<file path="config.mk">
export PLATFORM = sky130hd
export DESIGN_NAME = mwta_div_lane
export DESIGN_NICKNAME = d
export VERILOG_FILES = /design/src/hw/rtl/mwta_pkg.sv /design/src/hw/rtl/mwta_div_lane.sv
export SDC_FILE = /design/constraint.sdc
export NUM_CORES = 1
export LEC_CHECK = 0
export BUFFER_PORTS_ARGS = -buffer_cell sky130_fd_sc_hd__buf_2
export CAP_MARGIN = 20
export CORE_MARGIN = 2
export CORE_UTILIZATION = 65
export CTS_BUF_LIST = sky130_fd_sc_hd__clkbuf_4 sky130_fd_sc_hd__clkbuf_8
export CTS_CLUSTER_DIAMETER = 60
export DETAILED_ROUTE_END_ITERATION = 12
export GPL_TIMING_DRIVEN = 0
export PLACE_DENSITY = 0.89
export REMOVE_ABC_BUFFERS = 1
export SLEW_MARGIN = 20
export SYNTH_ARGS = -nofsm -noshare
export SYNTH_HDL_FRONTEND = slang
export SYNTH_SLANG_ARGS = --single-unit
export TNS_END_PERCENT = 1
</file>
<file path="constraint.sdc">
create_clock -name clk -period 18.7 [get_ports clk]
set_input_delay 0.935 -clock clk [delete_from_list [all_inputs] [get_ports clk]]
set_output_delay 0.935 -clock clk [all_outputs]
set_load 0.02 [all_outputs]
</file>
<file path="src/hw/rtl/mwta_pkg.sv">
package mwta_pkg;

	// Field widths fixed by the stream format
	localparam int SAMPLE_IN_BITS = 32;
	localparam int AVG_BITS       = 32;
	localparam int SUM_BITS       = 40;

	// Trailing windows, shortest first; full_mask bit k belongs to WINDOW_LEN[k]
	localparam int NUM_WINDOWS = 6;
	localparam int WINDOW_LEN [NUM_WINDOWS] = '{3, 5, 10, 30, 60, 120};

	// Constant divider: a magnitude stage, then one 8-bit quotient digit per further pipeline stage
	localparam int DIGIT_BITS  = 8;
	localparam int NUM_DIGITS  = SUM_BITS / DIGIT_BITS;
	localparam int DIV_STAGES  = NUM_DIGITS + 1;
	localparam int RECIP_SHIFT = 22;

endpackage

</file>
<file path="src/hw/rtl/mwta_div_lane.sv">
// Pipelined signed divide by a constant, truncating toward zero.
// Stage 0 takes the magnitude, then one quotient digit per stage by
// long division; each digit is a small reciprocal multiply.
module mwta_div_lane
	import mwta_pkg::*;
	#(
		parameter int DIVISOR = 3
	)
	(
		input  logic                       clk,
		input  logic [DIV_STAGES-1:0]      stage_en,
		input  logic signed [SUM_BITS-1:0] sum,
		input  logic                       full,
		output logic signed [AVG_BITS-1:0] avg,
		output logic                       avg_full
	);

	localparam int RB    = $clog2(DIVISOR);
	localparam int XB    = RB + DIGIT_BITS;
	localparam int RECIP = ((1 << RECIP_SHIFT) + DIVISOR - 1) / DIVISOR;
	localparam int RECB  = $clog2(RECIP + 1);
	localparam int PB    = XB + RECB;

	logic [SUM_BITS-1:0] sum_u;
	logic [SUM_BITS-1:0] mag;

	logic [SUM_BITS-1:0] num_q  [NUM_DIGITS];
	logic [RB-1:0]       rem_q  [NUM_DIGITS];
	logic [AVG_BITS-1:0] quot_q [NUM_DIGITS];
	logic                neg_q  [NUM_DIGITS];
	logic                full_q [NUM_DIGITS];
	logic [AVG_BITS-1:0] avg_q;
	logic                avg_full_q;

	// Magnitude of the running sum
	assign sum_u = sum;
	assign mag   = sum_u[SUM_BITS-1] ? (~sum_u + 1'b1) : sum_u;

	always_ff @(posedge clk) begin
		if (stage_en[0]) begin
			num_q[0]  <= mag;
			rem_q[0]  <= '0;
			quot_q[0] <= '0;
			neg_q[0]  <= sum_u[SUM_BITS-1];
			full_q[0] <= full;
		end
	end

	// One quotient digit per stage
	for (genvar j = 1; j <= NUM_DIGITS; j++) begin : g_digit
		logic [XB-1:0]         x;
		logic [PB-1:0]         prod;
		logic [DIGIT_BITS-1:0] qd;
		logic [XB-1:0]         back;
		logic [AVG_BITS-1:0]   quot_next;

		assign x         = {rem_q[j-1], num_q[j-1][SUM_BITS-1 -: DIGIT_BITS]};
		assign prod      = PB'(x) * PB'(RECIP);
		assign qd        = prod[RECIP_SHIFT +: DIGIT_BITS];
		assign back      = x - XB'(qd) * XB'(DIVISOR);
		assign quot_next = {quot_q[j-1][AVG_BITS-DIGIT_BITS-1:0], qd};

		if (j < NUM_DIGITS) begin : g_mid
			always_ff @(posedge clk) begin
				if (stage_en[j]) begin
					num_q[j]  <= num_q[j-1] << DIGIT_BITS;
					rem_q[j]  <= back[RB-1:0];
					quot_q[j] <= quot_next;
					neg_q[j]  <= neg_q[j-1];
					full_q[j] <= full_q[j-1];
				end
			end
		end else begin : g_last
			// Last digit: restore the sign; a window not yet full reads zero
			always_ff @(posedge clk) begin
				if (stage_en[j]) begin
					if (!full_q[j-1]) begin
						avg_q <= '0;
					end else if (neg_q[j-1]) begin
						avg_q <= ~quot_next + 1'b1;
					end else begin
						avg_q <= quot_next;
					end
					avg_full_q <= full_q[j-1];
				end
			end
		end
	end

	assign avg      = avg_q;
	assign avg_full = avg_full_q;

endmodule

</file>
==> run_summary.xml, run 1 <==
<?xml version="1.0" encoding="UTF-8"?>
<metrics>
  <group name="worst_setup_path">
    <metric name="setup.worst_path.end_class" unit="">flip-flop</metric>
    <metric name="crit_fanout" unit="">10</metric>
    <metric name="path_class" unit="">flip-flop to flip-flop</metric>
    <metric name="critical_path_required" unit="ns">18.95</metric>
    <metric name="startpoint_type" unit="">flip-flop</metric>
    <metric name="worst_ep_arrival_time" unit="ns">6.82</metric>
  </group>
  <group name="sta">
    <metric name="max_clock_freq" unit="GHz">0.1521</metric>
    <metric name="final_min_period_over_clock_period" unit="">0.3516</metric>
    <metric name="finalMaxSlewViolations" unit="">0</metric>
    <metric name="finalWorstPathRequiredPeriod" unit="ns">6.574</metric>
    <metric name="setup_repair_after_global_routing_missed_its_margin" unit="">false</metric>
    <metric name="hold_viol" unit="">0</metric>
    <metric name="timing_worst_slew_pin_value" unit="ns">1.023</metric>
    <metric name="setup-tns-final" unit="ns">0</metric>
    <metric name="setup_viol" unit="">0</metric>
    <metric name="timing.clock.skew" unit="ns">0.03311</metric>
    <metric name="slew_headroom" unit="">0.3171</metric>
  </group>
  <group name="grt">
    <metric name="grt_first_pass_wirelength" unit="um">55360</metric>
    <metric name="grt-ovfl-total" unit="">0</metric>
    <metric name="grt_antenna_before_repair" unit="">0</metric>
    <metric name="pin_count_of_the_biggest_net_entering_global_routing" unit="">43</metric>
    <metric name="first_global_vias" unit="">12190</metric>
    <metric name="grt.total_usage" unit="">0.2340</metric>
  </group>
  <group name="clock_tree">
    <metric name="cts.htree.levels" unit="">2</metric>
    <metric name="clock_tree.root_cell" unit="">clkbuf_8</metric>
    <metric name="cts_repair_resize_count" unit="">0</metric>
    <metric name="cts-hold-fix-buffers" unit="">0</metric>
    <metric name="tritoncts.num_buffers" unit="">37</metric>
    <metric name="postCtsSetupRepairBufs" unit="">0</metric>
    <metric name="cts_max_path_buffers" unit="">3</metric>
    <metric name="cts_sinks" unit="">219</metric>
    <metric name="worst_setup_hold_path_clk_slew" unit="ns">0.06</metric>
    <metric name="tritoncts" unit="">yes</metric>
    <metric name="insertion_delay" unit="ns">0.55</metric>
  </group>
  <group name="floorplan">
    <metric name="top_level_ports" unit="">81</metric>
    <metric name="floorplan.die.height" unit="um">170.8</metric>
    <metric name="design.core.area" unit="sq um">27550</metric>
    <metric name="rows" unit="">61</metric>
    <metric name="die-area" unit="sq um">29170</metric>
    <metric name="start_util" unit="">0.6563</metric>
    <metric name="width_of_the_die" unit="um">170.8</metric>
  </group>
  <group name="drt">
    <metric name="drt_wl_total" unit="um">32420</metric>
    <metric name="route.vias.total" unit="">11580</metric>
    <metric name="remaining_drc_errors" unit="">0</metric>
    <metric name="dr.pass1.iters" unit="">6</metric>
    <metric name="ant_nets" unit="">0</metric>
    <metric name="avgViaCountPerCell" unit="">5.632</metric>
    <metric name="routed_wire_length_per_instance" unit="um">15.76</metric>
    <metric name="detailed_route_iter0_violations" unit="">729</metric>
  </group>
  <group name="synthesis">
    <metric name="synth_cells" unit="">1547</metric>
    <metric name="ys.flop_type" unit="">edfxtp_1</metric>
    <metric name="synth.lib_cells_used.distinct" unit="">70</metric>
    <metric name="proportion_of_synthesized_chip_area_in_sequential_cells" unit="">0.3637</metric>
    <metric name="syn-cell-area" unit="sq um">18080</metric>
    <metric name="synth_largest_area_cell" unit="">edfxtp_1</metric>
    <metric name="synth_edf_count" unit="">219</metric>
    <metric name="post-synth-top-area-fraction" unit="">0.3637</metric>
    <metric name="async_flop_share" unit="">0</metric>
    <metric name="synth.ff_latch_count" unit="">219</metric>
    <metric name="yosys-top-cells-area" unit="">edfxtp_1, ha_1, fa_1, inv_1, xnor2_1</metric>
    <metric name="per_instance_average_area_after_synthesis" unit="sq um">11.69</metric>
    <metric name="synth.yosys.warnings" unit="">0</metric>
  </group>
  <group name="place">
    <metric name="hpwlAfterDp" unit="um">25780</metric>
    <metric name="placement.io_buffers" unit="">80</metric>
    <metric name="final_gp_congestion" unit="">0.8882</metric>
  </group>
  <group name="layout">
    <metric name="area_delta_synth_final" unit="%">8.981</metric>
    <metric name="fill_cells" unit="">1749</metric>
    <metric name="final_layout_size_suffix_gt1_frac" unit="">0.09470</metric>
    <metric name="num-nets-final" unit="">2135</metric>
    <metric name="antenna_cells" unit="">0</metric>
  </group>
  <group name="worst_hold_path">
    <metric name="hold_crit_class" unit="">flip-flop to flip-flop</metric>
  </group>
  <group name="status">
    <metric name="run_status" unit="">completed</metric>
  </group>
  <group name="flow_run">
    <metric name="timing.max_cap.violations" unit="">0</metric>
  </group>
</metrics>
sequential cells by signal (all words and copies together), names as in the netlist:
signal	cells
full_q	5
neg_q	5
rem_q	8
avg_full	1
num_q	120
quot_q	48
avg	32
kinds of logic after synthesis:
| family | after synthesis | synth area share |
|---|---|---|
| and+or+nand+nor | 269 | 0.07957 |
| AOI/OAI and AO/OA | 195 | 0.07438 |
| xor gates and xnor gates | 99 | 0.04871 |
| adders and majority gates | 436 | 0.3590 |
| muxes | 18 | 0.01003 |
| DFF | 219 | 0.3637 |
| buffers and inverters | 311 | 0.06463 |
per-layer routing:
| layer | vias to the layer above | track usage | share of wire |
|---|---|---|---|
| li1 | 5612 | - | - |
| met1 | 5618 | 0.3003 | 0.43 |
| met2 | 291 | 0.4172 | 0.51 |
| met3 | 63 | 0.03377 | 0.042 |
| met4 | 0 | 0.06169 | 0.020 |
| met5 | - | 0 | 0 |
cell usage after synthesis, drive strengths merged, types with 3 or more instances:
cell type  instances
or2                4
nand3             33
o2111ai            6
o31a               3
a31o               4
o31ai             11
and3               9
nor3              32
a31oi             13
o21a              11
xor2              21
nand2b            24
fa               138
nor4              10
buf                3
o21bai             9
and2               6
nor2              52
o41ai             11
nand2             53
edfxtp           219
ha               298
and4               3
or3                7
inv              293
mux2i             17
a21oi             30
o21ai             40
nand4             13
a211oi             9
or4               13
xnor2             77
o211ai             6
a21o              21
clkbuf            14
worst max-delay path, cell delays in order (launching register included):
cell	delay, ns
edfxtp_1	0.46
ha_1	0.33
inv_1	0.12
fa_1	0.50
fa_1	0.53
fa_1	0.60
inv_1	0.09
fa_1	0.41
ha_1	0.38
a211oi_1	0.23
nand2_1	0.08
nor3_1	0.35
a31oi_1	0.24
a2111o_1	0.48
a221o_1	0.44
nor4_4	0.65
a31oi_1	0.19
mux2i_1	0.18
cell usage in the layout (no fill, tap or decap), types with 9 or more instances in the layout:
master,instances
and3_1,9
buf_2,80
nand3_1,33
clkinv_1,13
a31oi_1,13
o21ai_0,28
xor2_1,21
o21a_1,11
nor3_1,28
o21bai_1,9
clkbuf_8,37
clkbuf_4,9
fa_1,138
o31ai_1,10
nand2b_1,22
nand4_1,13
edfxtp_1,219
a21oi_1,30
or4_1,10
nor2_1,52
a211oi_1,9
inv_1,293
o21ai_1,12
o41ai_1,10
xnor2_1,77
ha_1,298
mux2i_1,17
nand2_1,53
a21o_1,21
metrics by stage:
| step | utilization | instance area [sq um] | setup WS (ns) | hold slack, ns | cells |
|---|---|---|---|---|---|
| after floorplan | - | 18020 | 12.12 | 0.4003 | 1530 |
| after global placement | 0.6856 | 18890 | 11.38 | 0.4001 | 1988 |
| after detailed placement | 0.6866 | 18920 | 11.92 | 0.4045 | 1990 |
| after CTS | 0.7149 | 19700 | 11.90 | 0.4097 | 2057 |
| after global routing | 0.7152 | 19710 | 11.76 | 0.4102 | 2057 |
| final | 0.7152 | 19710 | 12.13 | 0.4107 | 2057 |
worst paths after layout:
check	slack [ns]	cells after the start	end	startpoint
min reg2reg	0.41	0	quot_q[0][143]$_DFFE_PP_	quot_q[0][103]$_DFFE_PP_
min	0.41	0	quot_q[0][143]$_DFFE_PP_	quot_q[0][103]$_DFFE_PP_
max reg2reg	12.13	17	avg[19]$_SDFFCE_PN0P_	num_q[0][198]$_DFFE_PP_
max	12.13	17	avg[19]$_SDFFCE_PN0P_	num_q[0][198]$_DFFE_PP_
cell type report:
class	instances	area, sq um	area share
clock inverters	21	201.4	0.01022
inverters	294	1104	0.05600
flip-flops and latches	219	6576	0.3337
clock buffers	46	576.8	0.02927
well taps	378	473.0	0.02400
repair buffers	82	422.9	0.02146
multi-input cells	1017	10350	0.5253
Power of run 1 is left out: the tool's default activity adds up to more than one toggle a clock period on the data nets, which glitch-free logic cannot reach.
==> run 2, diff against run 1 <==
--- a/config.mk
+++ b/config.mk
@@ -5,6 +5,7 @@
 export SDC_FILE = /design/constraint.sdc
 export NUM_CORES = 1
 export LEC_CHECK = 0
+export ABC_AREA = 1
 export BUFFER_PORTS_ARGS = -buffer_cell sky130_fd_sc_hd__buf_2
 export CAP_MARGIN = 20
 export CORE_MARGIN = 2
@@ -13,7 +14,7 @@
 export CTS_CLUSTER_DIAMETER = 60
 export DETAILED_ROUTE_END_ITERATION = 12
 export GPL_TIMING_DRIVEN = 0
-export PLACE_DENSITY = 0.89
+export PLACE_DENSITY = 0.88
 export REMOVE_ABC_BUFFERS = 1
 export SLEW_MARGIN = 20
 export SYNTH_ARGS = -nofsm -noshare
==> constraint.sdc (replaced) <==
create_clock -name clk -period 6.3 [get_ports clk]
set_input_delay 0.315 -clock clk [delete_from_list [all_inputs] [get_ports clk]]
set_output_delay 0.315 -clock clk [all_outputs]
set_load 0.02 [all_outputs]
==> run 2 against run 1 <==
Compared with the run above:
- flip-flop and latch count unchanged
- first-iteration DRC count increased by 31%
- core utilization decreased by 0.42 points
- synthesized cell count increased by 28%
- worst setup slack got worse by 12 ns
- maximum frequency increased by 8.4%
- non-clock buffer count increased by 1
- via count increased by 19%
- synthesized area increased by 6.9%
- clock skew increased by 0.0027 ns
- final cell count increased by 22%
- critical path type unchanged
- highest routed layer unchanged
==> run_summary.xml, run 2 <==
<?xml version="1.0" encoding="UTF-8"?>
<metrics>
  <group name="status">
    <metric name="run_status" unit="">completed</metric>
  </group>
  <group name="worst_setup_path">
    <metric name="endpoint_of_the_lowest_slack_register_to_register_path" unit="">rem_q[0][7]$_DFFE_PP_</metric>
    <metric name="worst_ep_arrival_time" unit="ns">6.33</metric>
    <metric name="worst_setup_path_startpoint" unit="">num_q[0][118]$_DFFE_PP_</metric>
    <metric name="critical_path_required" unit="ns">6.56</metric>
    <metric name="regToRegStartpoint" unit="">num_q[0][118]$_DFFE_PP_</metric>
    <metric name="crit_fanout" unit="">3</metric>
    <metric name="critPathCapture" unit="">rem_q[0][7]$_DFFE_PP_</metric>
    <metric name="startpoint_type" unit="">flip-flop</metric>
    <metric name="setup.worst_path.end_class" unit="">flip-flop</metric>
    <metric name="path_class" unit="">flip-flop to flip-flop</metric>
    <metric name="ff2ff_path_depth" unit="">19</metric>
    <metric name="reg2reg_setup_slack" unit="ns">0.24</metric>
  </group>
  <group name="synthesis">
    <metric name="synth_edf_count" unit="">219</metric>
    <metric name="proportion_of_synthesized_chip_area_in_sequential_cells" unit="">0.3402</metric>
    <metric name="syn-cell-area" unit="sq um">19330</metric>
    <metric name="post-synth-top-area-fraction" unit="">0.3402</metric>
    <metric name="synth_largest_area_cell" unit="">edfxtp_1</metric>
    <metric name="synthMostInstantiatedCell" unit="">inv_1</metric>
    <metric name="ys_top_cells_by_count" unit="">inv_1, ha_1, nand2_1</metric>
    <metric name="async_flop_share" unit="">0</metric>
    <metric name="ys.flop_type" unit="">edfxtp_1</metric>
    <metric name="synth.lib_cells_used.distinct" unit="">49</metric>
    <metric name="synth.yosys.warnings" unit="">0</metric>
    <metric name="synth.ff_latch_count" unit="">219</metric>
    <metric name="synth_cells" unit="">1981</metric>
    <metric name="yosys-top-cells-area" unit="">edfxtp_1, ha_1, fa_1, inv_1, nand2_1</metric>
    <metric name="per_instance_average_area_after_synthesis" unit="sq um">9.758</metric>
  </group>
  <group name="layout">
    <metric name="flip_flop_count_of_the_largest_register_all_copies_and_words_added" unit="">120</metric>
    <metric name="regMostFlops" unit="">num_q</metric>
    <metric name="antenna_cells" unit="">0</metric>
    <metric name="fill_cells" unit="">2044</metric>
    <metric name="area_delta_synth_final" unit="%">8.434</metric>
    <metric name="final_cell_mix" unit="">inv_1, ha_1, nand2_1</metric>
    <metric name="final_common_cell" unit="">inv_1</metric>
    <metric name="num-nets-final" unit="">2576</metric>
    <metric name="final_layout_size_suffix_gt1_frac" unit="">0.08786</metric>
  </group>
  <group name="sta">
    <metric name="setup-tns-final" unit="ns">0</metric>
    <metric name="final_min_period_over_clock_period" unit="">0.9625</metric>
    <metric name="timing_worst_slew_pin_value" unit="ns">0.9453</metric>
    <metric name="setup_repair_after_global_routing_missed_its_margin" unit="">false</metric>
    <metric name="finalWorstPathRequiredPeriod" unit="ns">6.063</metric>
    <metric name="timing.clock.skew" unit="ns">0.03583</metric>
    <metric name="setup_viol" unit="">0</metric>
    <metric name="max_clock_freq" unit="GHz">0.1649</metric>
    <metric name="slew_headroom" unit="">0.3698</metric>
    <metric name="hold_viol" unit="">0</metric>
    <metric name="finalMaxSlewViolations" unit="">0</metric>
  </group>
  <group name="place">
    <metric name="placement.io_buffers" unit="">80</metric>
    <metric name="final_gp_congestion" unit="">0.9096</metric>
    <metric name="hpwlAfterDp" unit="um">31430</metric>
  </group>
  <group name="grt">
    <metric name="pin_count_of_the_biggest_net_entering_global_routing" unit="">43</metric>
    <metric name="first_global_vias" unit="">14600</metric>
    <metric name="grt-ovfl-total" unit="">0</metric>
    <metric name="grt_antenna_before_repair" unit="">0</metric>
    <metric name="globalRouteMet2Util" unit="">0.4750</metric>
    <metric name="met1_usage" unit="">0.3294</metric>
    <metric name="grt_first_pass_wirelength" unit="um">66320</metric>
    <metric name="grt_most_used_layer" unit="">met2</metric>
    <metric name="gr_layer_usage_met3" unit="">0.03316</metric>
    <metric name="grt.total_usage" unit="">0.2628</metric>
  </group>
  <group name="drt">
    <metric name="drt_wl_total" unit="um">38730</metric>
    <metric name="route.vias.total" unit="">13820</metric>
    <metric name="routed_wire_length_per_instance" unit="um">15.45</metric>
    <metric name="dr.pass1.iters" unit="">6</metric>
    <metric name="avgViaCountPerCell" unit="">5.511</metric>
    <metric name="detailed_route_iter0_violations" unit="">955</metric>
    <metric name="ant_nets" unit="">0</metric>
    <metric name="remaining_drc_errors" unit="">0</metric>
  </group>
  <group name="floorplan">
    <metric name="top_level_ports" unit="">81</metric>
    <metric name="die-area" unit="sq um">31140</metric>
    <metric name="width_of_the_die" unit="um">176.5</metric>
    <metric name="design.core.area" unit="sq um">29480</metric>
    <metric name="floorplan.die.height" unit="um">176.5</metric>
    <metric name="start_util" unit="">0.6557</metric>
    <metric name="rows" unit="">63</metric>
  </group>
  <group name="clock_tree">
    <metric name="tritoncts.num_buffers" unit="">37</metric>
    <metric name="tritoncts" unit="">yes</metric>
    <metric name="clock_tree.root_cell" unit="">clkbuf_8</metric>
    <metric name="postCtsSetupRepairBufs" unit="">0</metric>
    <metric name="cts_max_path_buffers" unit="">3</metric>
    <metric name="worst_setup_hold_path_clk_slew" unit="ns">0.07</metric>
    <metric name="cts.htree.levels" unit="">2</metric>
    <metric name="cts_sinks" unit="">219</metric>
    <metric name="insertion_delay" unit="ns">0.54</metric>
  </group>
  <group name="worst_hold_path">
    <metric name="hold_crit_class" unit="">input pin to flip-flop</metric>
  </group>
  <group name="flow_run">
    <metric name="timing.max_cap.violations" unit="">0</metric>
  </group>
</metrics>
## run 2: final cells by class
class                      instances  area, sq um  share of cell area
timing repair buffer              83        435.4             0.02077
clock buffer                      47        584.3             0.02788
sequential                       219         6576              0.3137
tap                              390        488.0             0.02328
inverter                         437         1640             0.07825
clock inverter                    17        171.4            0.008178
multi-input combinational       1314        11070              0.5279
## run 2: cell families (layout without fill, tap and decap cells)
kind of cell	Yosys count	after routing	synth area share
AO/OA/AOI/OAI	184	184	0.05282
flip-flops	219	219	0.3402
AND/OR/NAND/NOR	601	601	0.1410
buffers and inverters	448	584	0.08738
XOR/XNOR	93	93	0.04285
adder cells (fa/ha/maj)	436	436	0.3358
## run 2: how the worst min path moves through the flow
stage	from	end	slack [ns]	cells after the start
final	sum[15]	num_q[0][15]$_DFFE_PP_	0.10	2
after global placement	quot_q[0][110]$_DFFE_PP_	quot_q[0][150]$_DFFE_PP_	0.40	0
after floorplan	full_q[0][0]$_DFFE_PP_	full_q[0][1]$_DFFE_PP_	0.40	0
after global routing	sum[7]	num_q[0][7]$_DFFE_PP_	0.10	2
after CTS	sum[15]	num_q[0][15]$_DFFE_PP_	0.08	2
after detailed placement	neg_q[0][0]$_DFFE_PP_	neg_q[0][1]$_DFFE_PP_	0.40	0
## run 2: critical path: stages, from the launching register on
cell      delay, ns
edfxtp_1       0.48
ha_1           0.39
fa_1           0.55
fa_1           0.57
inv_1          0.06
fa_1           0.56
fa_1           0.57
inv_1          0.07
ha_1           0.32
nand2_1        0.12
nor2_1         0.22
nand3_1        0.10
o21ai_1        0.39
xor2_1         0.18
ha_1           0.35
inv_1          0.05
ha_1           0.17
nor2_1         0.14
xnor3_1        0.33
xor2_1         0.17
## run 2: metrics by stage
step | instances | hold slack [ns] | setup slack [ns] | area (sq um) | utilization
floorplan | 1970 | 0.4003 | 0.9895 | 19280 | -
global placement | 2440 | 0.4006 | 0.5128 | 20170 | 0.6842
detailed placement | 2440 | 0.4045 | 0.1907 | 20170 | 0.6842
CTS | 2506 | 0.08260 | 0.1390 | 20950 | 0.7105
global route | 2507 | 0.1006 | 0.01838 | 20960 | 0.7110
finish | 2507 | 0.1008 | 0.2366 | 20960 | 0.7110
## run 2: metal layers
metal	share of wire	up-vias	routed length [um]
met2	0.50	404	19460
met4	0.025	0	966
met5	0	-	0
met3	0.044	97	1720
met1	0.43	6604	16590
li1	-	6710	-
## run 2: timing repair
action | CTS | global route
setup endpoints to repair | 0 | 1
gates resized for setup | 0 | 1
endpoints found under the hold margin | 2 | 0
hold buffers | 2 | 0
Power of run 2 is left out for the same reason.
